**config.mk**
```make
export PLATFORM = sky130hd
export DESIGN_NAME = swc_meta
export DESIGN_NICKNAME = d
export VERILOG_FILES = /design/src/sv/set_assoc_writeback_cache_core_assert.svh /design/src/sv/swc_pkg.sv /design/src/sv/swc_meta.sv
export SDC_FILE = /design/constraint.sdc
export NUM_CORES = 2
export LEC_CHECK = 0
export BUFFER_PORTS_ARGS = -buffer_cell sky130_fd_sc_hd__buf_2
export CAP_MARGIN = 30
export CORE_MARGIN = 4
export CORE_UTILIZATION = 30
export DETAILED_ROUTE_END_ITERATION = 7
export GPL_ROUTABILITY_DRIVEN = 0
export PLACE_DENSITY = 0.45
export SLEW_MARGIN = 20
export SYNTH_ARGS = -nofsm -noshare
export SYNTH_HDL_FRONTEND = slang
export SYNTH_SLANG_ARGS = --single-unit
```
**constraint.sdc**
```tcl
create_clock -name i_clk -period 22.1 [get_ports i_clk]
set_input_delay 4.42 -clock i_clk [delete_from_list [all_inputs] [get_ports i_clk]]
set_output_delay 4.42 -clock i_clk [all_outputs]
set_load 0.01 [all_outputs]
```
**src/sv/set_assoc_writeback_cache_core_assert.svh**
```systemverilog
// Assertion macros for the set-associative write-back cache core.
`ifndef SET_ASSOC_WRITEBACK_CACHE_CORE_ASSERT_SVH
`define SET_ASSOC_WRITEBACK_CACHE_CORE_ASSERT_SVH
`ifndef NO_ASSERTIONS
`define SWC_ASSERT(lbl, prop, msg) \
    lbl: assert property (@(posedge i_clk) disable iff (!i_rst_n) prop) else $error(msg);
`define SWC_ASSERT_ALWAYS(lbl, prop, msg) \
    lbl: assert property (@(posedge i_clk) prop) else $error(msg);
`else
`define SWC_ASSERT(lbl, prop, msg)
`define SWC_ASSERT_ALWAYS(lbl, prop, msg)
`endif
`endif

```
**src/sv/swc_pkg.sv**
```systemverilog
// Shared constants and types of the set-associative write-back cache.
package swc_pkg;
    localparam int SETS       = 16;
    localparam int WAYS       = 8;
    localparam int LINE_WORDS = 4;
    localparam int ADDR_BITS  = 16;
    localparam int DATA_BITS  = 8;
    localparam int AGE_BITS   = 16;

    localparam int OFF_BITS   = $clog2(LINE_WORDS);
    localparam int SET_BITS   = $clog2(SETS);
    localparam int WAY_BITS   = $clog2(WAYS);
    localparam int TAG_BITS   = ADDR_BITS - OFF_BITS - SET_BITS;
    localparam int LINE_ABITS = WAY_BITS + SET_BITS + OFF_BITS;

    localparam logic [AGE_BITS-1:0] AGE_MAX = {AGE_BITS{1'b1}};
    localparam logic OP_READ  = 1'b0;
    localparam logic OP_WRITE = 1'b1;

    typedef struct packed {
        logic                valid;
        logic [TAG_BITS-1:0] tag;
        logic                dirty;
        logic [AGE_BITS-1:0] age;
    } t_meta;

    typedef t_meta [WAYS-1:0] t_row;

    typedef struct packed {
        logic                hit;
        logic [WAY_BITS-1:0] way;
        logic                prior_dirty;
        logic                old_valid;
        logic [TAG_BITS-1:0] old_tag;
    } t_pick;
endpackage

```
**src/sv/swc_meta.sv**
```systemverilog
// Tag, state and age memory with one row per set and per-row valid bits.
module swc_meta (
    input  logic                         i_clk,
    input  logic                         i_rst_n,
    input  logic                         i_re,
    input  logic                         i_we,
    input  logic [swc_pkg::SET_BITS-1:0] i_set,
    input  swc_pkg::t_row                i_wrow,
    output swc_pkg::t_row                o_rrow
);
    import swc_pkg::*;

    t_row            r_mem [SETS];
    t_row            r_rrow;
    logic [SETS-1:0] r_row_ok;
    logic            r_rd_ok;

    always_ff @(posedge i_clk) begin
        if (i_we) begin
            r_mem[i_set] <= i_wrow;
        end
        if (i_re) begin
            r_rrow <= r_mem[i_set];
        end
    end

    always_ff @(posedge i_clk) begin
        if (!i_rst_n) begin
            r_row_ok <= '0;
            r_rd_ok  <= 1'b0;
        end else begin
            if (i_we) begin
                r_row_ok[i_set] <= 1'b1;
            end
            if (i_re) begin
                r_rd_ok <= r_row_ok[i_set];
            end
        end
    end

    assign o_rrow = r_rd_ok ? r_rrow : '0;
endmodule

```
# Word-level counts from Yosys, hierarchy flattened
# Memories as Yosys holds them, arrays and structs flattened. A register that Yosys moved wholly into a read port is not among the register bits.
# Cells that the tools add are included.
# op_classes
mux,7
n_reduce_logical,1
magnitude_cmp,2
bitwise,1
# ops
operator,n
two-way mux 224 bit,1
OR 16 bit,1
< comparator 4 x 5 -> 1 bit (second input constant),1
binary-select mux 1 bit (select 4 bit),1
demux 1 bit (select 4 bit),1
greater-or-equal comparator 4 x 1 -> 1 bit (second input constant),1
two-way mux 1 bit,4
logical AND 1 bit,1
# word_totals
mem_bits_rw,3584
word_cells,14
output_inout_bits,224
n_memories,1
reg_bits,17
# mem_list
memory,words,word_bits,rd,rd_clocked_by_memory_dff,wr,line,source
r_mem,16,224,1,1,1,swc_meta.sv:13,t_row r_mem [SETS];

# Longest topological paths before layout
# logic_depth
word_depth,5
depth_mapped,6
ltp_nobuf,3

# Worst setup path before layout
# OpenSTA, ideal clock, no wires.
# synth_path
kind,input -> register
startpoint,in i_set[0] (netlist bit)
endpoint,mem r_mem[0][0] (netlist bit) (enable)
setup_ns,1.085
path_buffers,3
arrival_time_ns,20.475
t_required_ns,21.015
cell_stages,5
slack_ns,0.540
path_cell_list,buf_4 buf_2 buf_4 or3b_1 nor3_1
# synth_lines
element,line,source
start: declaration,swc_meta.sv:7,"input logic [swc_pkg::SET_BITS-1:0] i_set,"
end: declaration,swc_meta.sv:13,
# No word-level cell before the write port.

==> summary.md <==
| Metric | Value |
|---|---|
| Top_reg_cell synth | edfxtp_1 |
| WHS | approximately 460 ps |
| DR WL/cell | 29.7 um |
| Clock skew | 79.1 ps |
| IO buf count | 455 |
| Kind of critical path | in2reg |
| Worst path required time | ~23000 ps |
| CP peak stage delay | ~800 ps |
| Placed Area | 0.153 sq mm |
| Setup crit end kind | flip-flop |
| Detailed-route via count | roughly 63000 |
| Worst-path cell chain | buf_12 > buf_4 > buf_4 > buf_16 > buf_4 > buf_4 > buf_4 > buf_4 > mux4_2 > mux4_2 |
| Share of the yosys chip area belonging to registers | around 80% |
| Power Dens Cells | 93.8 mW/mm^2 |
| CP Launch Type | primary input |
| Clock Latency Late Sink | about 1000 ps |
| HPWL after DPL | 194000 um |
| Synth area leader | edfxtp_1 |
| Routed Antenna Nets | 0 |
| Maximum VDD drop | approximately 0.000076 V |
| Worst Max-Slew Pin Slew | 1110 ps |
| Post-CTS resize count | 0 |
| Largest delay share family, worst path | buffers and inverters |
| CP max-delay cell | buf_4 |
| EDFF count, synth | 3808 |
| Max Cap Viol | 0 |
| CTS tree | built |
| FMAX | about 100 MHz |
| Die X | 698 um |
| Die Span Y | 698 um |
| Synth Instances | 5496 |
| Initial DRC Count | 5265 |
| Synth top area cells | edfxtp_1 (80%), mux4_2 (18%), and2_1 (0.98%), clkbuf_1 (0.34%), buf_2 (0.33%) |
| CTS max path bufs | 4 |
| Reg clk slew, reported paths | 60 ps |
| Status | complete, no violations |
| CTS root buf | clkbuf_16 |
| Post-CTS Setup Bufs | 0 |
| FFs w/ async S/R, synth | 0% |
| Worst-path fanout max | 75 |
| Post-Syn Nets | about 5700 |
| Crit path DAT | 10470 ps |
| Final Cycle Share | 44.3% |
| Cell area after layout | 0.167 sq mm |
| Cell variety after synth | 21 |
| Share of cells above drive strength 1 | 35.0% |
| Pleak | 52.1 nW |
| Post-Route WL | 382000 um |
| R2R depth | 2 |
| IO Count | 456 |
| Number of remaining DRC errors | 0 |
| Overall global routing resource usage | 15.3% |
| Most common cell in the netlist | edfxtp_1 |
| WP buf/inv | 8 |
| First-pass GRT wire length | 534000 um |
| Layout area overhead | 16.7% |
| Rel. slew slack | 26.0% |
| Finish-stage setup viols | 0 |
| Max Slew Vio Count | 0 |
| Setup TNS | 0 ps |
| Largest net degree at the start of global routing | 147 |
| Final hold violations | 0 |
| Commonest cells post-synth | edfxtp_1 (3808), mux4_2 (1124), and2_1 (225), clkbuf_1 (129), buf_2 (95) |
| Final layout net count | 6478 |
| Overflow after GRT | 0 |
| Area of the core | 0.475 sq mm |
| Most used cell, CP | buf_4 |
| Mean post-synth cell area | 26.0 sq um |
| Cts hold-fix bufs | 0 |
| Stages on worst setup path | 10 |
| Synth Warn # | 0 |
| Post-synthesis register bit count | 3825 |
| H-tree Lvls | 5 |
| DIE AREA | 0.488 sq mm |
| Fin crit period | slightly below 10000 ps |
| CTS Buf Count | 412 |
| Drt pass-1 iters | 5 |
| HP Class | reg2reg |
| RSZ-0062 raised after global routing | false |
| Number of global-route vias before repair | about 67000 |
| Cell Area, Synth | 0.143 sq mm |
| Post-synth top area share | 80.0% |
| Util after Layout | 35.1% |
| Clock sinks | 3825 |
| Routed vias/inst | 4.87 |
| Row count | about 250 |
| Worst Hold Path Cells | 1 |
| Fillers | between 40000 and 50000 |
| Starting Density | 30.1% |
| Antenna violations before repair | 152 |
-- report_power, final --
group / total [mW] / switching [mW] / internal (mW)
sequential: 8.22 / 0.0473 / 8.17
combinational: 0.718 / 0.411 / 0.306
clock: 6.72 / 2.87 / 3.85
total: 15.7 / 3.33 / 12.3
-- placed cells by master, fill, tap and decap left out, types with 41 or more instances in the layout --
| cell type | count |
|---|---|
| mux4_2 | 1124 |
| and2_1 | 225 |
| buf_2 | 450 |
| buf_4 | 129 |
| diode_2 | 41 |
| clkinv_2 | 55 |
| clkbuf_16 | 414 |
| clkinv_1 | 107 |
| clkbuf_1 | 95 |
| edfxtp_1 | 3808 |
-- per-stage QoR --
step,std cells,power [mW],setup WS (ps)
floorplan,5496,8.81,540
global placement,12100,9.10,10740
detailed placement,12100,9.12,10720
CTS,12800,15.9,11800
global route,12800,16.2,11670
finish,12900,15.7,12320
-- layer usage --
layer	wire length (um)	global-route usage, %
met3	21200	3.04
met2	192000	26.1
met4	10600	4.64
met5	461	0
met1	157000	19.8
-- logic make-up after synthesis --
kind of cell	share of synthesized area, %
flops	80.2
compound gates	0.0936
mux	17.7
simple gates	1.07
buf+inv	0.900
-- area by class of cell --
cell class / instances / area (sq um) / share of cell area [%]
Clock buffer: 509 / 10700 / 6.42
Timing Repair Buffer: 614 / 3960 / 2.37
Clock inverter: 242 / 2460 / 1.48
Tap cell: 6247 / 7820 / 4.68
Sequential cell: 3825 / 115000 / 68.7
Multi-Input combinational cell: 1393 / 27100 / 16.2
Antenna cell: 41 / 103 / 0.0615
-- sequential cells by signal, summed over array words and instances, names as in the netlist --
name and flops:
r_row_ok 16, r_rd_ok 1, r_mem 3584, r_rrow 224
-- path summary, 6_finish.rpt --
check / from / to / slack [ps]
setup / recovery: i_set[0] / r_rrow[77] / 12320
hold / removal: r_row_ok[8] / r_row_ok[8] / 460
setup reg to reg: r_mem[15][188] / r_rrow[188] / 20410
hold reg to reg: r_row_ok[8] / r_row_ok[8] / 460
-- worst register-to-register path, cell delays in order (launching register included) --
cell and delay [ps]:
edfxtp_1 350, mux4_2 470, mux4_2 570
(Power assumes the default switching activity.)
