`config.mk`:
```
export PLATFORM = sky130hd
export DESIGN_NAME = swc_lru
export DESIGN_NICKNAME = d
export VERILOG_FILES = /design/src/sv/set_assoc_writeback_cache_core_assert.svh /design/src/sv/swc_pkg.sv /design/src/sv/swc_lru.sv
export SDC_FILE = /design/constraint.sdc
export NUM_CORES = 1
export LEC_CHECK = 0
export BUFFER_PORTS_ARGS = -buffer_cell sky130_fd_sc_hd__buf_2
export CAP_MARGIN = 20
export CORE_AREA = 2 2 184 186
export DETAILED_ROUTE_END_ITERATION = 7
export DIE_AREA = 0 0 186 188
export GPL_TIMING_DRIVEN = 0
export PLACE_DENSITY = 0.57
export RECOVER_POWER = 25
export SLEW_MARGIN = 20
export SYNTH_ARGS = -nofsm -noshare
export SYNTH_HDL_FRONTEND = slang
export SYNTH_SLANG_ARGS = --single-unit
```
`constraint.sdc`:
```
create_clock -name vclk -period 107
set_input_delay 26.75 -clock vclk [all_inputs]
set_output_delay 26.75 -clock vclk [all_outputs]
set_load 0.03 [all_outputs]
```
`src/sv/set_assoc_writeback_cache_core_assert.svh`:
```
// Assertion macros for the set-associative write-back cache core.
`ifndef SET_ASSOC_WRITEBACK_CACHE_CORE_ASSERT_SVH
`define SET_ASSOC_WRITEBACK_CACHE_CORE_ASSERT_SVH
`ifndef NO_ASSERTIONS
`define SWC_ASSERT(lbl, prop, msg) \
    lbl: assert property (@(posedge i_clk) disable iff (!i_rst_n) prop) else $error(msg);
`define SWC_ASSERT_ALWAYS(lbl, prop, msg) \
    lbl: assert property (@(posedge i_clk) prop) else $error(msg);
`else
`define SWC_ASSERT(lbl, prop, msg)
`define SWC_ASSERT_ALWAYS(lbl, prop, msg)
`endif
`endif

```
`src/sv/swc_pkg.sv`:
```
// Shared constants and types of the set-associative write-back cache.
package swc_pkg;
    localparam int SETS       = 16;
    localparam int WAYS       = 8;
    localparam int LINE_WORDS = 4;
    localparam int ADDR_BITS  = 16;
    localparam int DATA_BITS  = 8;
    localparam int AGE_BITS   = 16;

    localparam int OFF_BITS   = $clog2(LINE_WORDS);
    localparam int SET_BITS   = $clog2(SETS);
    localparam int WAY_BITS   = $clog2(WAYS);
    localparam int TAG_BITS   = ADDR_BITS - OFF_BITS - SET_BITS;
    localparam int LINE_ABITS = WAY_BITS + SET_BITS + OFF_BITS;

    localparam logic [AGE_BITS-1:0] AGE_MAX = {AGE_BITS{1'b1}};
    localparam logic OP_READ  = 1'b0;
    localparam logic OP_WRITE = 1'b1;

    typedef struct packed {
        logic                valid;
        logic [TAG_BITS-1:0] tag;
        logic                dirty;
        logic [AGE_BITS-1:0] age;
    } t_meta;

    typedef t_meta [WAYS-1:0] t_row;

    typedef struct packed {
        logic                hit;
        logic [WAY_BITS-1:0] way;
        logic                prior_dirty;
        logic                old_valid;
        logic [TAG_BITS-1:0] old_tag;
    } t_pick;
endpackage

```
`src/sv/swc_lru.sv`:
```
// Ages a set's ways and picks the hit way or the oldest victim.
module swc_lru (
    input  swc_pkg::t_row                i_row,
    input  logic [swc_pkg::TAG_BITS-1:0] i_tag,
    output swc_pkg::t_row                o_aged,
    output swc_pkg::t_pick               o_pick
);
    import swc_pkg::*;

    t_row                aged;
    t_pick               pick;
    logic                hit;
    logic [WAY_BITS-1:0] hit_way;
    logic [WAY_BITS-1:0] old_way;
    logic [AGE_BITS-1:0] oldest;
    logic [WAY_BITS-1:0] way;

    always_comb begin
        aged = i_row;
        for (int w = 0; w < WAYS; w++) begin
            if (i_row[w].age != AGE_MAX) begin
                aged[w].age = i_row[w].age + 1'b1;
            end
        end
        hit     = 1'b0;
        hit_way = '0;
        for (int w = WAYS - 1; w >= 0; w--) begin
            if (i_row[w].valid && i_row[w].tag == i_tag) begin
                hit     = 1'b1;
                hit_way = WAY_BITS'(w);
            end
        end
        old_way = '0;
        oldest  = aged[0].age;
        for (int w = 1; w < WAYS; w++) begin
            if (aged[w].age > oldest) begin
                oldest  = aged[w].age;
                old_way = WAY_BITS'(w);
            end
        end
        way              = hit ? hit_way : old_way;
        pick.hit         = hit;
        pick.way         = way;
        pick.prior_dirty = i_row[way].dirty;
        pick.old_valid   = i_row[way].valid;
        pick.old_tag     = i_row[way].tag;
    end

    assign o_aged = aged;
    assign o_pick = pick;
endmodule

```
# [After elaboration in Yosys (flattened, before gate mapping)]
# Cells that the tools add are included.
[word_totals] in_bits=234 elab_cells=80 regBits=0
[op_classes] n_reduce_logical=8 eq_ne=16 muxes=40 n_lt_le_gt_ge=8 add_sub_neg=8
[ops] cell="$mux 16" n=14
[ops] cell="$add 16x1->16 const B" n=8
[ops] cell="$ne 16x16->1 const B" n=8
[ops] cell="$gt 16x16->1" n=7
[ops] cell="$bmux 28 s3" n=1
[ops] cell="$eq 10x10->1" n=8
[ops] cell="$mux 3" n=15
[ops] cell="$mux 28" n=1
[ops] cell="$mux 1" n=9
[ops] cell="$logic_and 1x1->1" n=8
[ops] cell="$lt 3x4->1 const B" n=1

# [Longest topological paths before layout]
[logic_depth] depth_word=19 ltp_mapped=107

# [Least setup slack after synthesis]
# OpenSTA, ideal clock, no wires.
[synth_timing] path_type="input-to-output" start="in i_row[28] (netlist name)" end="out o_pick[11] (netlist name)" t_arrival_ns=45.966 cell_stages=100 path_buffers=8 required_ns=80.250 path_slack_ns=34.284 path_cell_list="ha_1 nand4_1 nor3_1 and3_1 nor2_1 a21oi_1 ha_1 and3_1 a221o_1 a21o_1 a31oi_1 and4_1 a22o_1 nor2_2 clkbuf_1 buf_1 mux2i_1 inv_1 [64 not listed] mux2i_1 ha_1 a21oi_1 nor2b_1 o21ai_0 nand2b_1 a21oi_1 nor2b_1 o21ai_0 nand2b_1 a221oi_1 a31oi_1 nor2_1 nand2_1 o31ai_1 inv_1 a211oi_1 a2bb2oi_1"
[synth_rtl] item="start: declaration" line="swc_lru.sv:3" source="input swc_pkg::t_row i_row,"
[synth_rtl] item="end: declaration" line="swc_lru.sv:6" source="output swc_pkg::t_pick o_pick"

==> impl_metrics.tcl <==
set metrics [dict create \
    multi_input_area_um2 8414 \
    crit_family "compound AO/OA/AOI/OAI gates" \
    synth_area_um2 9654 \
    fill_cells 3691 \
    groute.layer.met3.usage_pct 1.476 \
    cap_violations 0 \
    syn_inst 1331 \
    yosys.area.top_type_share_pct 14.52 \
    stdcell_count 2244 \
    clkPwrFrac_pct 0 \
    worst_path_most_repeated_cell "a21o_1" \
    ff_latch_area_um2 0 \
    cts_resized 0 \
    period_share_pct 71.47 \
    antenna_found_initial 3 \
    fin_crit_ns 76.48 \
    critPathKind "in2out" \
    hold_viol_final 0 \
    globalRouteTotalUtil_pct 22.69 \
    ys_top_cells_by_area "ha_1, mux2i_1, xnor2_1, buf_4, mux2_2" \
    critPathLaunchType "primary input" \
    p_leak_uw 0.006303 \
    synth_cell_type_count 77 \
    cp-end-kind "output pin" \
    antenna_left 0 \
    synth_most_common_cell "xnor2_1" \
    io_buffers 464 \
    totalWireLength_mm 41.83 \
    rsz0062_at_grt "false" \
    syn-mean-instance-area_um2 7.253 \
    wl_per_cell_um 18.64 \
    gr-total-overflow 0 \
    grt_pass1_vias 11044 \
    tightest_slew_ns 1.056 \
    clock_buffers 0 \
    busiest_layer "met2" \
    gp_congestion 0.9450 \
    grt_pass1_wl_mm 62.66 \
    worst-path-buf-inv 13 \
    slowest_delay_ns 0.87 \
    dieArea_um2 34970 \
    dp.cells 2243 \
    hold_class "in2out" \
    rows 67 \
    comb_power_share_pct 100.0 \
    fmax_mhz 13.08 \
    initial_utilization_pct 29.16 \
    fp.dieW_um 186 \
    setup_violations 0 \
    worstPathArrival_ns 49.73 \
    ioPinCount 474 \
    fin_nets 2143 \
    cts_setup_buffers 0 \
    internal-power_uw 131.4 \
    cts_hold_buf 0 \
    vias 11441 \
    p_per_area_nw_per_um2 26.09 \
    drive_gt1_share_pct 32.81 \
    required_ns 80.25 \
    n_sequential_cell 0 \
    drtIter0Drc 391 \
    grt_max_degree 11 \
    place_hpwl_mm 37.88 \
    core_um2 33110 \
    syn_to_final_growth_pct 29.11 \
    syn_nets 1677 \
    ys_warn_count 0 \
    use_met1_pct 27.53 \
    synth-seq-area-share_pct 0 \
    ir_drop_v 0.00002100 \
    final_util_pct 37.64 \
    grt_use_met2_pct 42.75 \
    drc 0 \
    yosysTopAreaCell "ha_1" \
    p_switching_uw 193.8 \
    slew_viol_final 0 \
    cp_max_fo 10 \
    slew_headroom_pct 28.97 \
    seq_power_share_pct 0 \
    viasPerCell 5.098 \
    drt_pass1_iterations 5 \
    critPathSlowestCell "o31ai_1" \
    status "finished, final reports clean" \
    yosys-top-cells-count "xnor2_1, ha_1, mux2i_1" \
    die_h_um 188 \
    final.setup.tns_ns 0 \
    switching_share_pct 59.58 \
]
-- stage by stage --
step | total power [uW] | hold WS [ns] | instance area [um2] | worst slack [ns]
after global placement | 322.7 | 53.86 | 12540 | 30.68
after detailed placement | 325.7 | 53.86 | 12540 | 30.60
final | 325.2 | 53.88 | 12460 | 30.52
after floorplan | 237.7 | 53.63 | 9654 | 34.28
after CTS | 327.1 | 53.86 | 12540 | 30.51
after global routing | 352.7 | 53.90 | 12460 | 28.74
-- routing by layer --
layer  wire length [um]  up-vias
met1              17500     5384
met5                  0        -
met4               1126        0
met3               1732       48
li1                   -     5633
met2              21470      376
-- layout by cell type, fill, tap and decap left out, types with 3 or more instances in the layout --
master	count
nor4_1	3
nor3_1	26
ha_1	112
nand2_1	100
o21ai_0	41
or2_2	12
o21a_1	30
and4_1	13
a31oi_1	8
o211ai_1	7
nand3_1	77
clkbuf_1	80
inv_1	81
or3_1	11
and2_1	7
a21oi_1	46
nand4_1	54
xor2_1	38
o31ai_1	4
nand3b_1	3
a21o_1	38
and3_1	36
nand2b_1	13
mux2_2	42
buf_4	98
nor2_1	79
nor2b_1	13
a211oi_1	9
mux2i_1	110
buf_2	407
o21ai_1	9
buf_6	8
xnor2_1	125
-- cells by family (layout without fill, tap and decap cells) --
logic type / count (synthesis) / after routing / share of synthesized area (%)
buf+inv: 215 / 679 / 12.84
fa+ha+maj: 113 / 113 / 14.62
mux: 153 / 153 / 16.42
simple gates: 462 / 462 / 25.31
other cells: 0 / 1 / 0
compound gates: 225 / 225 / 16.02
xor+xnor: 163 / 163 / 14.79
-- power groups by stage --
stage / combinational [uW] / clock, uW / sequential (uW)
3_3_place_gp: 323 / 0 / 0
4_1_cts: 327 / 0 / 0
6_report: 325 / 0.00000129 / 0
3_5_place_dp: 326 / 0 / 0
5_1_grt: 353 / 0.00000127 / 0
2_1_floorplan: 238 / 0 / 0
-- area by class of cell --
class	instances	share of cell area (%)
Tap cell	448	4.497
Inverter	84	2.540
Multi-Input combinational cell	1116	67.51
Antenna cell	1	0.02008
Timing Repair Buffer	464	18.03
Buffer	131	7.408
-- final timing paths --
check | start | slack [ns] | cells past startpoint | endpoint
max | i_row[0] | 30.52 | 101 | o_pick[8]
min | i_row[179] | 53.88 | 3 | o_aged[179]
No activity file was read; power rests on OpenSTA's default activity.
